<file path="config.mk">
export PLATFORM = sky130hd
export DESIGN_NAME = nearest_tile_colour_match_flat
export DESIGN_NICKNAME = d
export VERILOG_FILES = /design/src/hw/rtl/ntcm_pkg.sv /design/src/hw/rtl/ntcm_if.sv /design/src/hw/rtl/ntcm_cfg_regs.sv /design/src/hw/rtl/ntcm_tile_mem.sv /design/src/hw/rtl/ntcm_search.sv /design/src/hw/rtl/nearest_tile_colour_match.sv /design/src/flat_wrapper.sv
export SDC_FILE = /design/constraint.sdc
export NUM_CORES = 2
export LEC_CHECK = 0
export BUFFER_PORTS_ARGS = -buffer_cell sky130_fd_sc_hd__buf_2
export CAP_MARGIN = 30
export CORE_AREA = 10 10 496 498
export DETAILED_ROUTE_END_ITERATION = 6
export DIE_AREA = 0 0 506 508
export PLACE_DENSITY = 0.79
export SETUP_SLACK_MARGIN = 0.1
export SLEW_MARGIN = 10
export SYNTH_ARGS = -nofsm -noshare
export SYNTH_HDL_FRONTEND = slang
export SYNTH_SLANG_ARGS = --single-unit
</file>
<file path="constraint.sdc">
create_clock -name clk_i -period 12.22 [get_ports clk_i]
set_input_delay 1.222 -clock clk_i [delete_from_list [all_inputs] [get_ports clk_i]]
set_output_delay 1.222 -clock clk_i [all_outputs]
set_load 0.02 [all_outputs]
</file>
<file path="src/hw/rtl/ntcm_pkg.sv">
// Shared constants and types for the nearest tile colour match block.
// Used by the channel interfaces and every module under hw/rtl but ntcm_tile_mem.
`timescale 1ns / 1ps
`default_nettype none

package ntcm_pkg;

  // Fixed widths of the transaction fields.
  localparam int unsigned OpW       = 1;
  localparam int unsigned TileIdxW  = 6;
  localparam int unsigned ChanInW   = 16;
  localparam int unsigned BestTileW = 6;
  localparam int unsigned BestDistW = 18;

  // Configuration register and APB port.
  localparam int unsigned TileCntW   = 7;
  localparam int unsigned ApbAddrW   = 3;
  localparam int unsigned ApbDataW   = 32;
  localparam logic [TileCntW-1:0] TileCountReset = 7'd1;

  // Register index, taken from the word address bit of paddr.
  localparam logic RegTileCount = 1'b0;

  // Defaults for the top-level parameters.
  localparam int unsigned MaxTilesDef    = 64;
  localparam int unsigned ChannelBitsDef = 16;

  // Operation codes carried by an input transaction.
  typedef enum logic [OpW-1:0] {
    OpLoad  = 1'b0,
    OpMatch = 1'b1
  } ntcm_op_e;

endpackage

`default_nettype wire

</file>
<file path="src/hw/rtl/ntcm_if.sv">
// Valid/ready channel interfaces for the input items and the match results.
// Field widths come from ntcm_pkg.
`timescale 1ns / 1ps
`default_nettype none

interface ntcm_item_if;
  logic                         valid;
  logic                         ready;
  logic [ntcm_pkg::OpW-1:0]     operation;
  logic [ntcm_pkg::TileIdxW-1:0] tile_index;
  logic [ntcm_pkg::ChanInW-1:0] red;
  logic [ntcm_pkg::ChanInW-1:0] green;
  logic [ntcm_pkg::ChanInW-1:0] blue;

  modport source (output valid, output operation, output tile_index, output red,
                  output green, output blue, input ready);
  modport sink (input valid, input operation, input tile_index, input red,
                input green, input blue, output ready);
endinterface

interface ntcm_result_if;
  logic                           valid;
  logic                           ready;
  logic [ntcm_pkg::BestTileW-1:0] best_tile;
  logic [ntcm_pkg::BestDistW-1:0] best_distance;

  modport source (output valid, output best_tile, output best_distance, input ready);
  modport sink (input valid, input best_tile, input best_distance, output ready);
endinterface

`default_nettype wire

</file>
<file path="src/hw/rtl/ntcm_cfg_regs.sv">
// APB register block holding the tile_count configuration register.
// Depends on ntcm_pkg.
`timescale 1ns / 1ps
`default_nettype none

module ntcm_cfg_regs (
  input  wire logic                          clk_i,
  input  wire logic                          rst_ni,
  input  wire logic                          psel,
  input  wire logic                          penable,
  input  wire logic                          pwrite,
  input  wire logic [ntcm_pkg::ApbAddrW-1:0] paddr,
  input  wire logic [ntcm_pkg::ApbDataW-1:0] pwdata,
  output      logic [ntcm_pkg::ApbDataW-1:0] prdata,
  output      logic                          pready,
  output      logic [ntcm_pkg::TileCntW-1:0] tile_count_o
);

  logic                          wr_tile_count;
  logic [ntcm_pkg::TileCntW-1:0] tile_count_d, tile_count_q;

  // The port never inserts wait states.
  assign pready = 1'b1;

  // A write completes in the access phase; only the register word is decoded.
  assign wr_tile_count = psel & penable & pwrite &
                         (paddr[ntcm_pkg::ApbAddrW-1] == ntcm_pkg::RegTileCount);

  always_comb begin
    tile_count_d = tile_count_q;
    if (wr_tile_count) begin
      tile_count_d = pwdata[ntcm_pkg::TileCntW-1:0];
    end
  end

  always_ff @(posedge clk_i or negedge rst_ni) begin
    if (!rst_ni) begin
      tile_count_q <= ntcm_pkg::TileCountReset;
    end else begin
      tile_count_q <= tile_count_d;
    end
  end

  // Read data; addresses past the register list read as zero.
  always_comb begin
    prdata = '0;
    if (paddr[ntcm_pkg::ApbAddrW-1] == ntcm_pkg::RegTileCount) begin
      prdata = ntcm_pkg::ApbDataW'(tile_count_q);
    end
  end

  assign tile_count_o = tile_count_q;

endmodule

`default_nettype wire

</file>
<file path="src/hw/rtl/ntcm_tile_mem.sv">
// Tile colour table: one write port and one read port with registered read data.
// Depends on nothing but its parameters.
`timescale 1ns / 1ps
`default_nettype none

module ntcm_tile_mem #(
  parameter int unsigned Depth = 64,
  parameter int unsigned Width = 48,
  localparam int unsigned AddrW = (Depth > 1) ? $clog2(Depth) : 1
) (
  input  wire logic             clk_i,
  input  wire logic             wr_en_i,
  input  wire logic [AddrW-1:0] wr_addr_i,
  input  wire logic [Width-1:0] wr_data_i,
  input  wire logic             rd_en_i,
  input  wire logic [AddrW-1:0] rd_addr_i,
  output      logic [Width-1:0] rd_data_o
);

  logic [Width-1:0] mem_q [Depth];
  logic [Width-1:0] rd_data_q;

  // Entries hold garbage until loaded; no clearing is needed.
  always_ff @(posedge clk_i) begin
    if (wr_en_i) begin
      mem_q[wr_addr_i] <= wr_data_i;
    end
    if (rd_en_i) begin
      rd_data_q <= mem_q[rd_addr_i];
    end
  end

  assign rd_data_o = rd_data_q;

endmodule

`default_nettype wire

</file>
<file path="src/hw/rtl/ntcm_search.sv">
// Transaction control and the scan pipeline: loads write the tile table, a match
// walks the table one entry per cycle and keeps the closest tile by L1 distance.
// Depends on ntcm_pkg and ntcm_if.
`timescale 1ns / 1ps
`default_nettype none

module ntcm_search #(
  parameter int unsigned MaxTiles    = ntcm_pkg::MaxTilesDef,
  parameter int unsigned ChannelBits = ntcm_pkg::ChannelBitsDef,
  localparam int unsigned AddrW = (MaxTiles > 1) ? $clog2(MaxTiles) : 1,
  localparam int unsigned MemW  = 3 * ChannelBits
) (
  input  wire logic                          clk_i,
  input  wire logic                          rst_ni,
  ntcm_item_if.sink                          item_i,
  ntcm_result_if.source                      result_o,
  input  wire logic [ntcm_pkg::TileCntW-1:0] tile_count_i,
  output      logic                          mem_wr_en_o,
  output      logic [AddrW-1:0]              mem_wr_addr_o,
  output      logic [MemW-1:0]               mem_wr_data_o,
  output      logic                          mem_rd_en_o,
  output      logic [AddrW-1:0]              mem_rd_addr_o,
  input  wire logic [MemW-1:0]               mem_rd_data_i
);

  localparam int unsigned DistW  = ChannelBits + 2;
  localparam int unsigned LimW   = $clog2(MaxTiles + 1);
  localparam int unsigned CmpW   = (LimW > ntcm_pkg::TileCntW) ? LimW : ntcm_pkg::TileCntW;
  localparam int unsigned IdxCmpW = (CmpW > ntcm_pkg::TileIdxW) ? CmpW : ntcm_pkg::TileIdxW;

  typedef enum logic [2:0] {
    StIdle = 3'b001,
    StScan = 3'b010,
    StDone = 3'b100
  } ntcm_state_e;

  ntcm_state_e state_d, state_q;

  logic item_accept, item_load, item_match;
  logic [CmpW-1:0] count_ext, count_clamped;
  logic [AddrW-1:0] last_d;

  // Scan control: read issue, read data valid, distance valid.
  logic             issue_d, issue_q;
  logic [AddrW-1:0] addr_d, addr_q;
  logic [AddrW-1:0] last_q;
  logic             rd_vld_d, rd_vld_q;
  logic [AddrW-1:0] rd_idx_q;
  logic             dist_vld_d, dist_vld_q;
  logic [AddrW-1:0] dist_idx_q;
  logic             dist_last_q;
  logic [DistW-1:0] dist_q, dist_calc;
  logic [DistW-1:0] best_dist_q;
  logic [AddrW-1:0] best_idx_q;
  logic             best_take;

  // Cell colour held for the whole scan, channels masked to ChannelBits.
  logic [ChannelBits-1:0] cell_q [3];

  // Output register.
  logic                           out_vld_d, out_vld_q;
  logic                           out_load;
  logic [ntcm_pkg::BestTileW-1:0] out_tile_q;
  logic [ntcm_pkg::BestDistW-1:0] out_dist_q;

  // New transactions are taken only between scans.
  assign item_i.ready = (state_q == StIdle);
  assign item_accept  = item_i.valid & item_i.ready;
  assign item_load    = item_accept & (item_i.operation == ntcm_pkg::OpLoad);
  assign item_match   = item_accept & (item_i.operation == ntcm_pkg::OpMatch);

  // Table write for a load; indexes past the table are dropped.
  assign mem_wr_en_o   = item_load &
                         (IdxCmpW'(item_i.tile_index) < IdxCmpW'(MaxTiles));
  assign mem_wr_addr_o = AddrW'(item_i.tile_index);
  assign mem_wr_data_o = {item_i.red[ChannelBits-1:0], item_i.green[ChannelBits-1:0],
                          item_i.blue[ChannelBits-1:0]};

  // Number of entries searched: zero counts as one, large values saturate.
  always_comb begin
    count_ext     = CmpW'(tile_count_i);
    count_clamped = count_ext;
    if (count_ext == '0) begin
      count_clamped = CmpW'(1);
    end else if (count_ext > CmpW'(MaxTiles)) begin
      count_clamped = CmpW'(MaxTiles);
    end
  end
  assign last_d = AddrW'(count_clamped - CmpW'(1));

  // Read issue: one table address per cycle from entry zero to the last one.
  assign mem_rd_en_o   = issue_q;
  assign mem_rd_addr_o = addr_q;

  always_comb begin
    issue_d  = issue_q;
    addr_d   = addr_q;
    rd_vld_d = 1'b0;
    if (item_match) begin
      issue_d = 1'b1;
      addr_d  = '0;
    end else if (issue_q) begin
      rd_vld_d = 1'b1;
      if (addr_q == last_q) begin
        issue_d = 1'b0;
      end else begin
        addr_d = addr_q + AddrW'(1);
      end
    end
  end

  // L1 distance between the cell and the entry just read.
  always_comb begin
    logic [ChannelBits-1:0] tile_ch;
    logic [ChannelBits-1:0] diff [3];
    dist_calc = '0;
    for (int c = 0; c < 3; c++) begin
      tile_ch = mem_rd_data_i[(2 - c) * ChannelBits +: ChannelBits];
      diff[c] = (cell_q[c] > tile_ch) ? (cell_q[c] - tile_ch) : (tile_ch - cell_q[c]);
      dist_calc = dist_calc + DistW'(diff[c]);
    end
  end

  assign dist_vld_d = rd_vld_q;

  // Strict less-than keeps the lowest index on ties; entry zero always seeds.
  assign best_take = dist_vld_q & ((dist_idx_q == '0) | (dist_q < best_dist_q));

  // Sequencer.
  always_comb begin
    state_d = state_q;
    case (state_q)
      StIdle: begin
        if (item_match) begin
          state_d = StScan;
        end
      end
      StScan: begin
        if (dist_vld_q && dist_last_q) begin
          state_d = StDone;
        end
      end
      StDone: begin
        if (!out_vld_q || result_o.ready) begin
          state_d = StIdle;
        end
      end
      default: begin
        state_d = StIdle;
      end
    endcase
  end

  // The result moves to the output register once that register is free.
  assign out_load = (state_q == StDone) & (~out_vld_q | result_o.ready);

  always_comb begin
    out_vld_d = out_vld_q & ~result_o.ready;
    if (out_load) begin
      out_vld_d = 1'b1;
    end
  end

  // Control registers.
  always_ff @(posedge clk_i or negedge rst_ni) begin
    if (!rst_ni) begin
      state_q    <= StIdle;
      issue_q    <= 1'b0;
      addr_q     <= '0;
      rd_vld_q   <= 1'b0;
      dist_vld_q <= 1'b0;
      out_vld_q  <= 1'b0;
    end else begin
      state_q    <= state_d;
      issue_q    <= issue_d;
      addr_q     <= addr_d;
      rd_vld_q   <= rd_vld_d;
      dist_vld_q <= dist_vld_d;
      out_vld_q  <= out_vld_d;
    end
  end

  // Payload registers of the scan pipeline and the output.
  always_ff @(posedge clk_i) begin
    if (item_match) begin
      last_q    <= last_d;
      cell_q[0] <= item_i.red[ChannelBits-1:0];
      cell_q[1] <= item_i.green[ChannelBits-1:0];
      cell_q[2] <= item_i.blue[ChannelBits-1:0];
    end
    if (issue_q) begin
      rd_idx_q <= addr_q;
    end
    if (rd_vld_q) begin
      dist_q      <= dist_calc;
      dist_idx_q  <= rd_idx_q;
      dist_last_q <= (rd_idx_q == last_q);
    end
    if (best_take) begin
      best_dist_q <= dist_q;
      best_idx_q  <= dist_idx_q;
    end
    if (out_load) begin
      out_tile_q <= ntcm_pkg::BestTileW'(best_idx_q);
      out_dist_q <= ntcm_pkg::BestDistW'(best_dist_q);
    end
  end

  assign result_o.valid         = out_vld_q;
  assign result_o.best_tile     = out_tile_q;
  assign result_o.best_distance = out_dist_q;

endmodule

`default_nettype wire

</file>
<file path="src/hw/rtl/nearest_tile_colour_match.sv">
// Top level of the nearest tile colour match block: APB registers, tile table
// and scan engine. Depends on ntcm_pkg, ntcm_if and the ntcm_* modules.
//
//  Channel   Direction  Carries
//  item_i    in         operation, tile_index, red, green, blue (load or match)
//  result_o  out        best_tile, best_distance (one per match)
//  APB       in/out     tile_count register at byte address 0
//
// A load only writes the tile table and leaves the block idle. A match reads
// the table once per entry of the clamped tile_count through its single read
// port; the next item is taken once the result is in the output register.
// A finished result waits in the output register while new items are taken.
// Reset sets tile_count to 1; the table is not cleared, entries are valid
// once loaded.
`timescale 1ns / 1ps
`default_nettype none

module nearest_tile_colour_match #(
  parameter int unsigned MaxTiles    = ntcm_pkg::MaxTilesDef,
  parameter int unsigned ChannelBits = ntcm_pkg::ChannelBitsDef
) (
  input  wire logic                          clk_i,
  input  wire logic                          rst_ni,
  ntcm_item_if.sink                          item_i,
  ntcm_result_if.source                      result_o,
  input  wire logic                          psel,
  input  wire logic                          penable,
  input  wire logic                          pwrite,
  input  wire logic [ntcm_pkg::ApbAddrW-1:0] paddr,
  input  wire logic [ntcm_pkg::ApbDataW-1:0] pwdata,
  output      logic [ntcm_pkg::ApbDataW-1:0] prdata,
  output      logic                          pready
);

  localparam int unsigned AddrW = (MaxTiles > 1) ? $clog2(MaxTiles) : 1;
  localparam int unsigned MemW  = 3 * ChannelBits;

  logic [ntcm_pkg::TileCntW-1:0] tile_count;
  logic                          mem_wr_en, mem_rd_en;
  logic [AddrW-1:0]              mem_wr_addr, mem_rd_addr;
  logic [MemW-1:0]               mem_wr_data, mem_rd_data;

  // Configuration registers.
  ntcm_cfg_regs u_cfg_regs (
    .clk_i       (clk_i),
    .rst_ni      (rst_ni),
    .psel        (psel),
    .penable     (penable),
    .pwrite      (pwrite),
    .paddr       (paddr),
    .pwdata      (pwdata),
    .prdata      (prdata),
    .pready      (pready),
    .tile_count_o(tile_count)
  );

  // Tile colour table.
  ntcm_tile_mem #(
    .Depth(MaxTiles),
    .Width(MemW)
  ) u_tile_mem (
    .clk_i    (clk_i),
    .wr_en_i  (mem_wr_en),
    .wr_addr_i(mem_wr_addr),
    .wr_data_i(mem_wr_data),
    .rd_en_i  (mem_rd_en),
    .rd_addr_i(mem_rd_addr),
    .rd_data_o(mem_rd_data)
  );

  // Transaction handling and the search pipeline.
  ntcm_search #(
    .MaxTiles   (MaxTiles),
    .ChannelBits(ChannelBits)
  ) u_search (
    .clk_i        (clk_i),
    .rst_ni       (rst_ni),
    .item_i       (item_i),
    .result_o     (result_o),
    .tile_count_i (tile_count),
    .mem_wr_en_o  (mem_wr_en),
    .mem_wr_addr_o(mem_wr_addr),
    .mem_wr_data_o(mem_wr_data),
    .mem_rd_en_o  (mem_rd_en),
    .mem_rd_addr_o(mem_rd_addr),
    .mem_rd_data_i(mem_rd_data)
  );

endmodule

`default_nettype wire

</file>
<file path="src/flat_wrapper.sv">
// flat-port wrapper written by rule: the top's interface ports become plain ports
module nearest_tile_colour_match_flat 
#(
  parameter int unsigned MaxTiles    = ntcm_pkg::MaxTilesDef,
  parameter int unsigned ChannelBits = ntcm_pkg::ChannelBitsDef
)
  (clk_i, rst_ni, psel, penable, pwrite, paddr, pwdata, prdata, pready, item_i_valid, item_i_operation, item_i_tile_index, item_i_red, item_i_green, item_i_blue, item_i_ready, result_o_valid, result_o_best_tile, result_o_best_distance, result_o_ready);
  ntcm_item_if item_i_i ();
  ntcm_result_if result_o_i ();
  input  wire logic clk_i;
  input  wire logic rst_ni;
  input  wire logic psel;
  input  wire logic penable;
  input  wire logic pwrite;
  input  wire logic [ntcm_pkg::ApbAddrW-1:0] paddr;
  input  wire logic [ntcm_pkg::ApbDataW-1:0] pwdata;
  output      logic [ntcm_pkg::ApbDataW-1:0] prdata;
  output      logic pready;
  input wire logic [$bits(item_i_i.valid)-1:0] item_i_valid;
  input wire logic [$bits(item_i_i.operation)-1:0] item_i_operation;
  input wire logic [$bits(item_i_i.tile_index)-1:0] item_i_tile_index;
  input wire logic [$bits(item_i_i.red)-1:0] item_i_red;
  input wire logic [$bits(item_i_i.green)-1:0] item_i_green;
  input wire logic [$bits(item_i_i.blue)-1:0] item_i_blue;
  output wire logic [$bits(item_i_i.ready)-1:0] item_i_ready;
  output wire logic [$bits(result_o_i.valid)-1:0] result_o_valid;
  output wire logic [$bits(result_o_i.best_tile)-1:0] result_o_best_tile;
  output wire logic [$bits(result_o_i.best_distance)-1:0] result_o_best_distance;
  input wire logic [$bits(result_o_i.ready)-1:0] result_o_ready;
  assign item_i_i.valid = item_i_valid;
  assign item_i_i.operation = item_i_operation;
  assign item_i_i.tile_index = item_i_tile_index;
  assign item_i_i.red = item_i_red;
  assign item_i_i.green = item_i_green;
  assign item_i_i.blue = item_i_blue;
  assign item_i_ready = item_i_i.ready;
  assign result_o_valid = result_o_i.valid;
  assign result_o_best_tile = result_o_i.best_tile;
  assign result_o_best_distance = result_o_i.best_distance;
  assign result_o_i.ready = result_o_ready;
  nearest_tile_colour_match #(.MaxTiles(MaxTiles), .ChannelBits(ChannelBits)) u_core (.clk_i(clk_i), .rst_ni(rst_ni), .item_i(item_i_i), .result_o(result_o_i), .psel(psel), .penable(penable), .pwrite(pwrite), .paddr(paddr), .pwdata(pwdata), .prdata(prdata), .pready(pready));
endmodule
</file>
* Word level (Yosys, flattened, before mapping) *
Memories as Yosys holds them, arrays and structs flattened. A register that Yosys moved wholly into a read port is not among the register bits.
Cells that the tools add are included.

storage, ports and cells
  bits in registers = 105
  RAM bits = 3120
  memories kept = 2
  output and inout bits = 59

memories
  name                     depth  width  read ports  clocked after memory_dff  wr ports  line                 text
  u_core.u_tile_mem.mem_q  64     48     1           1                         1         ntcm_tile_mem.sv:20  logic [Width-1:0] mem_q [Depth];
  u_core.u_search.cell_q   3      16     3           0                         3         ntcm_search.sv:58    logic [ChannelBits-1:0] cell_q [3];

cells by class
  mux-type cells = 23
  reductions and logical operators = 8
  $lt $le $gt $ge = 5
  add/sub/neg operators = 10
  bitwise logic cells = 15
  eq/ne operators = 9

operators by type and width
  cell                                                  count
  subtractor 16 bit                                     6
  greater-than comparator 16 bit                        3
  2-to-1 mux 16 bit                                     3
  2-to-1 mux 6 bit                                      5
  adder 17 x 16 -> 18 bit                               1
  less-than comparator 18 bit                           1
  adder 16 x 16 -> 17 bit                               1
  == test 6 bit                                         2
  2-to-1 mux 1 bit                                      10
  AND 1 bit                                             9
  2-to-1 mux 3 bit                                      3
  case mux 3 bit (3 select lines)                       1
  greater-than comparator 7 bit, second input constant  1
  logical NOT 7 bit                                     1
  2-to-1 mux 7 bit                                      1
  adder 6 x 1 -> 6 bit, second input constant           1
  logical NOT 6 bit                                     1
  != test 2 bit, second input constant                  3
  subtractor 6 x 1 -> 6 bit, second input constant      1
  inverter 1 bit                                        4
  == test 3 x 1 -> 1 bit, second input constant         1
  == test 3 x 2 -> 1 bit, second input constant         1
  == test 3 bit, second input constant                  1
  AND reduction 3 bit                                   1
  7 further kinds                                       8

* Depth between registers and ports, before layout *
  depth in word-level cells = 5
  gate-level depth with buffers = 24
  mapped depth without buffers = 23

* Cells and area by module *
From an unflattened synthesis, not the netlist that was laid out.

second synthesis, totals
  cells, all modules = 6130
  area total of the unflattened synthesis = 129266.5 um^2

modules (own cells, without submodules)
  module         times used  cells each  seq. area each (um^2)  area an instance (um^2)
  ntcm_tile_mem  1           4970        93689.9                117597.8
  ntcm_search    1           1110        4320.4                 11125.7
  ntcm_cfg_regs  1           50          176.4                  543.0

* Worst setup path after synthesis *
Ideal clock, no wire load.

  path kind = reg-to-reg
  start = mem u_core.u_search.cell_q[0][32] in the netlist's numbering
  end = reg u_core.u_search.dist_q[17], data pin
  buffers on the path = 1
  library setup time = 0.255 ns
  stages on the path, launching flop included = 24
  arrival = 4.713 ns
  path slack = 7.252 ns
  cells stage by stage = edfxtp_1 -> inv_1 -> ha_1 -> inv_1 -> fa_1 -> nand3_1 -> a21oi_1 -> or3_1 -> a221oi_1 -> a21oi_1 -> clkbuf_1 -> mux2i_1 -> fa_1 -> inv_1 -> ha_1 -> fa_1 -> a21o_1 -> a21oi_1 -> o211a_1 -> o31ai_1 -> a21oi_1 -> o21ai_0 -> a21oi_1 -> nor2b_1

RTL lines
  element               line                text
  start, declared       ntcm_search.sv:58
  end signal, assigned  ntcm_search.sv:195  dist_q <= dist_calc;
  end, declared         ntcm_search.sv:52   logic [DistW-1:0] dist_q, dist_calc;

==> run_results.csv <==
group,metric,value,unit
run_status,outcome,"complete, no violations",
placed_design,dp_cells,8707,
logic_synthesis,ys_top_cells_by_area,"edfxtp_1, mux4_2, ha_1",
clock_network,tritoncts,"done",
floorplan,chipWidth,506,um
logic_synthesis,yosysWarnings,0,
route,first_pass_iters,6,
clock_network,cts_max_level,5,
logic_synthesis,synth_ff_type,"edfxtp_1",
clock_network,cts_setup_buffers,0,
timing,timing.final.crit_share,52.1,%
flow_run,maxCapViolations,0,
pwr,pwr-share-comb,33.4,%
clock_network,clkLatencyLatePin,0.97,ns
logic_synthesis,synth_edf_count,3253,
pwr,p_int,24.0,mW
layout,layout_commonest_cell,"edfxtp_1",
timing,fin_skew,0.0929,ns
pwr,netSwitchingPower,10.9,mW
placed_design,place.gp.congestion,0.877,
pwr,cellPowerDensity,239,nW/um^2
global_route,gr-total-overflow,0,
route,wl_per_cell,38.8,um
timing,setup_viol,0,
logic_synthesis,synth_top_area_share,75.8,%
layout,fin_nets,6175,
route,drt-initial-drc-count,11268,
pwr,seqPwrFrac,38.2,%
timing,worst_slew_pin_slew,1.13,ns
route,num_vias,65231,
route,antenna_left,0,
route,drc,0,
floorplan,start_util,54.5,%
floorplan,io-pin-count,156,
clock_network,cts-root-buf,"clkbuf_16",
timing,clock.fmax,157,MHz
timing,rsz0062_at_grt,"no",
route,vias_per_cell,6.98,
global_route,grt_max_degree,155,
layout,fin_cells,9348,
layout,syn2layout_area_growth,13.3,%
global_route,antenna_found_initial,28,
critical_path,arrival,7.07,ns
logic_synthesis,ys_seq_elements,3273,
logic_synthesis,syn_inst,5552,
timing,min_period,6.37,ns
clock_network,cts_buffer_depth,4,
critical_path,crit_required,12.93,ns
pwr,p_leak,46.3,nW
timing,slew_headroom,24.6,%
min_path,hold_path_class,"primary input to async pin",
timing,hold_viol,0,
logic_synthesis,synth-seq-area-share,76.2,%
global_route,grt_pass1_vias,65252,
critical_path,worstSetupEndpointType,"register",
timing,finalSetupTns,0,ns
logic_synthesis,ys_types,68,
pwr,peakVddDrop,0.385,mV
clock_network,cts_repair_resize_count,0,
layout,drive_gt1_share,30.2,%
global_route,grtUsageTotal,27.7,%
timing,slew_violations,0,
critical_path,worst_setup_path_start_kind,"register",
critical_path,cp_max_fo,23,
route,routed_wl,363000,um
placed_design,portBuffers,102,
pwr,p_clk_share,28.4,%
global_route,grt_pass1_wl,505000,um
timing,whs,0.212,ns
pwr,switching_share,31.3,%
placed_design,dp_hpwl,179000,um
clock_network,cts_made_buffers,332,
logic_synthesis,synth_top_cell_by_area,"edfxtp_1",
clock_network,cts.sinks,3273,
clock_network,clkTransAtPathRegs,0.07,ns
floorplan,core-area,237000,sq um
clock_network,holdBufCountCts,0,
layout,most-common-layout-cells,"edfxtp_1, mux4_2, clkbuf_16",
logic_synthesis,syn_area,129000,sq um
logic_synthesis,async_reset_ff_share,0.611,%
floorplan,die_h,508,um
layout,nFillCells,14920,
floorplan,row_count,179,
logic_synthesis,postSynthAreaPerCell,23.2,sq um
critical_path,crit_type,"register to register",
floorplan,die_area,257000,sq um
-- power groups by stage --
stage	sequential (mW)	combinational [mW]	clock (mW)
finish	13.3	11.7	9.91
detailed placement	13.6	11.1	0
floorplan	13.4	8.24	0
global route	13.4	12.4	10.3
global placement	13.6	10.9	0
CTS	13.4	11.4	9.95
-- per-stage QoR --
| step | instance area (sq um) | util (%) | setup WS [ns] | power (mW) |
|---|---|---|---|---|
| 2_1_floorplan | 129000 | - | 7.25 | 21.6 |
| 3_5_place_dp | 135000 | 56.9 | 6.04 | 24.7 |
| 3_3_place_gp | 134000 | 56.5 | 6.11 | 24.5 |
| 5_1_grt | 146000 | 61.8 | 5.54 | 36.1 |
| 6_report | 146000 | 61.8 | 5.85 | 34.9 |
| 4_1_cts | 145000 | 61.3 | 5.95 | 34.7 |
-- metal layers --
metal | wire [um] | GRT usage, % | part of all wire, % | vias up
li1 | - | - | - | 24207
met4 | 24800 | 15.4 | 6.8 | 26
met1 | 119000 | 35.2 | 33 | 34000
met5 | 149 | 0 | 0.041 | -
met2 | 174000 | 44.0 | 48 | 5762
met3 | 44300 | 7.22 | 12 | 1236
-- path summary, 6_finish.rpt --
kind                                                from                               endpoint  slack, ns  cells past startpoint
max reg2reg                u_core.u_search.cell_q[0][16]             u_core.u_search.dist_q[16]       5.85                     20
min reg2reg                u_core.u_search.best_idx_q[3]  u_core.u_search.result_o.best_tile[3]       0.40                      0
max in group asynchronous                         rst_ni       u_core.u_search.mem_rd_addr_o[5]      11.62                      1
max                        u_core.u_search.cell_q[0][16]             u_core.u_search.dist_q[16]       5.85                     20
min in group clk_i         u_core.u_search.best_idx_q[3]  u_core.u_search.result_o.best_tile[3]       0.40                      0
min                                               rst_ni             u_core.u_search.state_q[2]       0.21                      1
-- cells in the mapped netlist, types with 23 or more instances --
master / n
fa_1: 23
ha_1: 127
buf_2: 66
xnor2_1: 50
nor2_1: 119
buf_1: 39
o21ai_0: 58
clkbuf_1: 162
a21oi_1: 86
nor2b_1: 23
mux4_2: 1008
inv_1: 161
buf_4: 26
a21o_1: 33
nand2_1: 43
edfxtp_1: 3253
-- logic make-up after synthesis --
group	after synthesis	synth area share (%)
xor gates and xnor gates	72	0.489
AOI/OAI and AO/OA	275	1.37
buffers and inverters	457	1.48
DFF	3273	76.2
adders and majority gates	150	1.59
other	2	0.00583
and+or+nand+nor	288	1.07
muxes	1035	17.8
-- state kept, by name, summed over array words and instances, names as in the netlist, 7 cells and up --
register                                count
u_core.u_tile_mem.mem_q                  3072
u_core.u_search.cell_q                     48
u_core.u_tile_mem.rd_data_o                48
u_core.u_search.best_dist_q                18
u_core.u_search.dist_q                     18
u_core.u_search.result_o.best_distance     18
u_core.u_cfg_regs.tile_count_o              7
-- layout make-up --
class	count	area (sq um)	share of cell area (%)
antenna	9	22.5	0.0154
clock buffer	395	8660	5.93
clock inverter	183	1650	1.13
inverter	163	613	0.420
multi-input combinational	1846	29400	20.1
sequential	3273	98200	67.2
tap	3167	3960	2.71
timing repair buffer	312	3570	2.44
-- worst max-delay path: stages (launching register included) --
cell	delay [ns]
edfxtp_1	0.40
inv_1	0.09
ha_1	0.15
inv_1	0.07
fa_1	0.42
a211oi_1	0.35
o21a_1	0.21
o21ai_0	0.14
a221oi_1	0.34
a41o_1	0.72
mux2_2	0.43
xnor2_1	0.45
fa_1	0.52
ha_1	0.33
a21oi_1	0.23
o21bai_1	0.12
a21oi_1	0.31
o32ai_1	0.17
a311o_1	0.39
a21oi_1	0.20
xnor2_1	0.08
No activity file was read; power rests on OpenSTA's default activity.
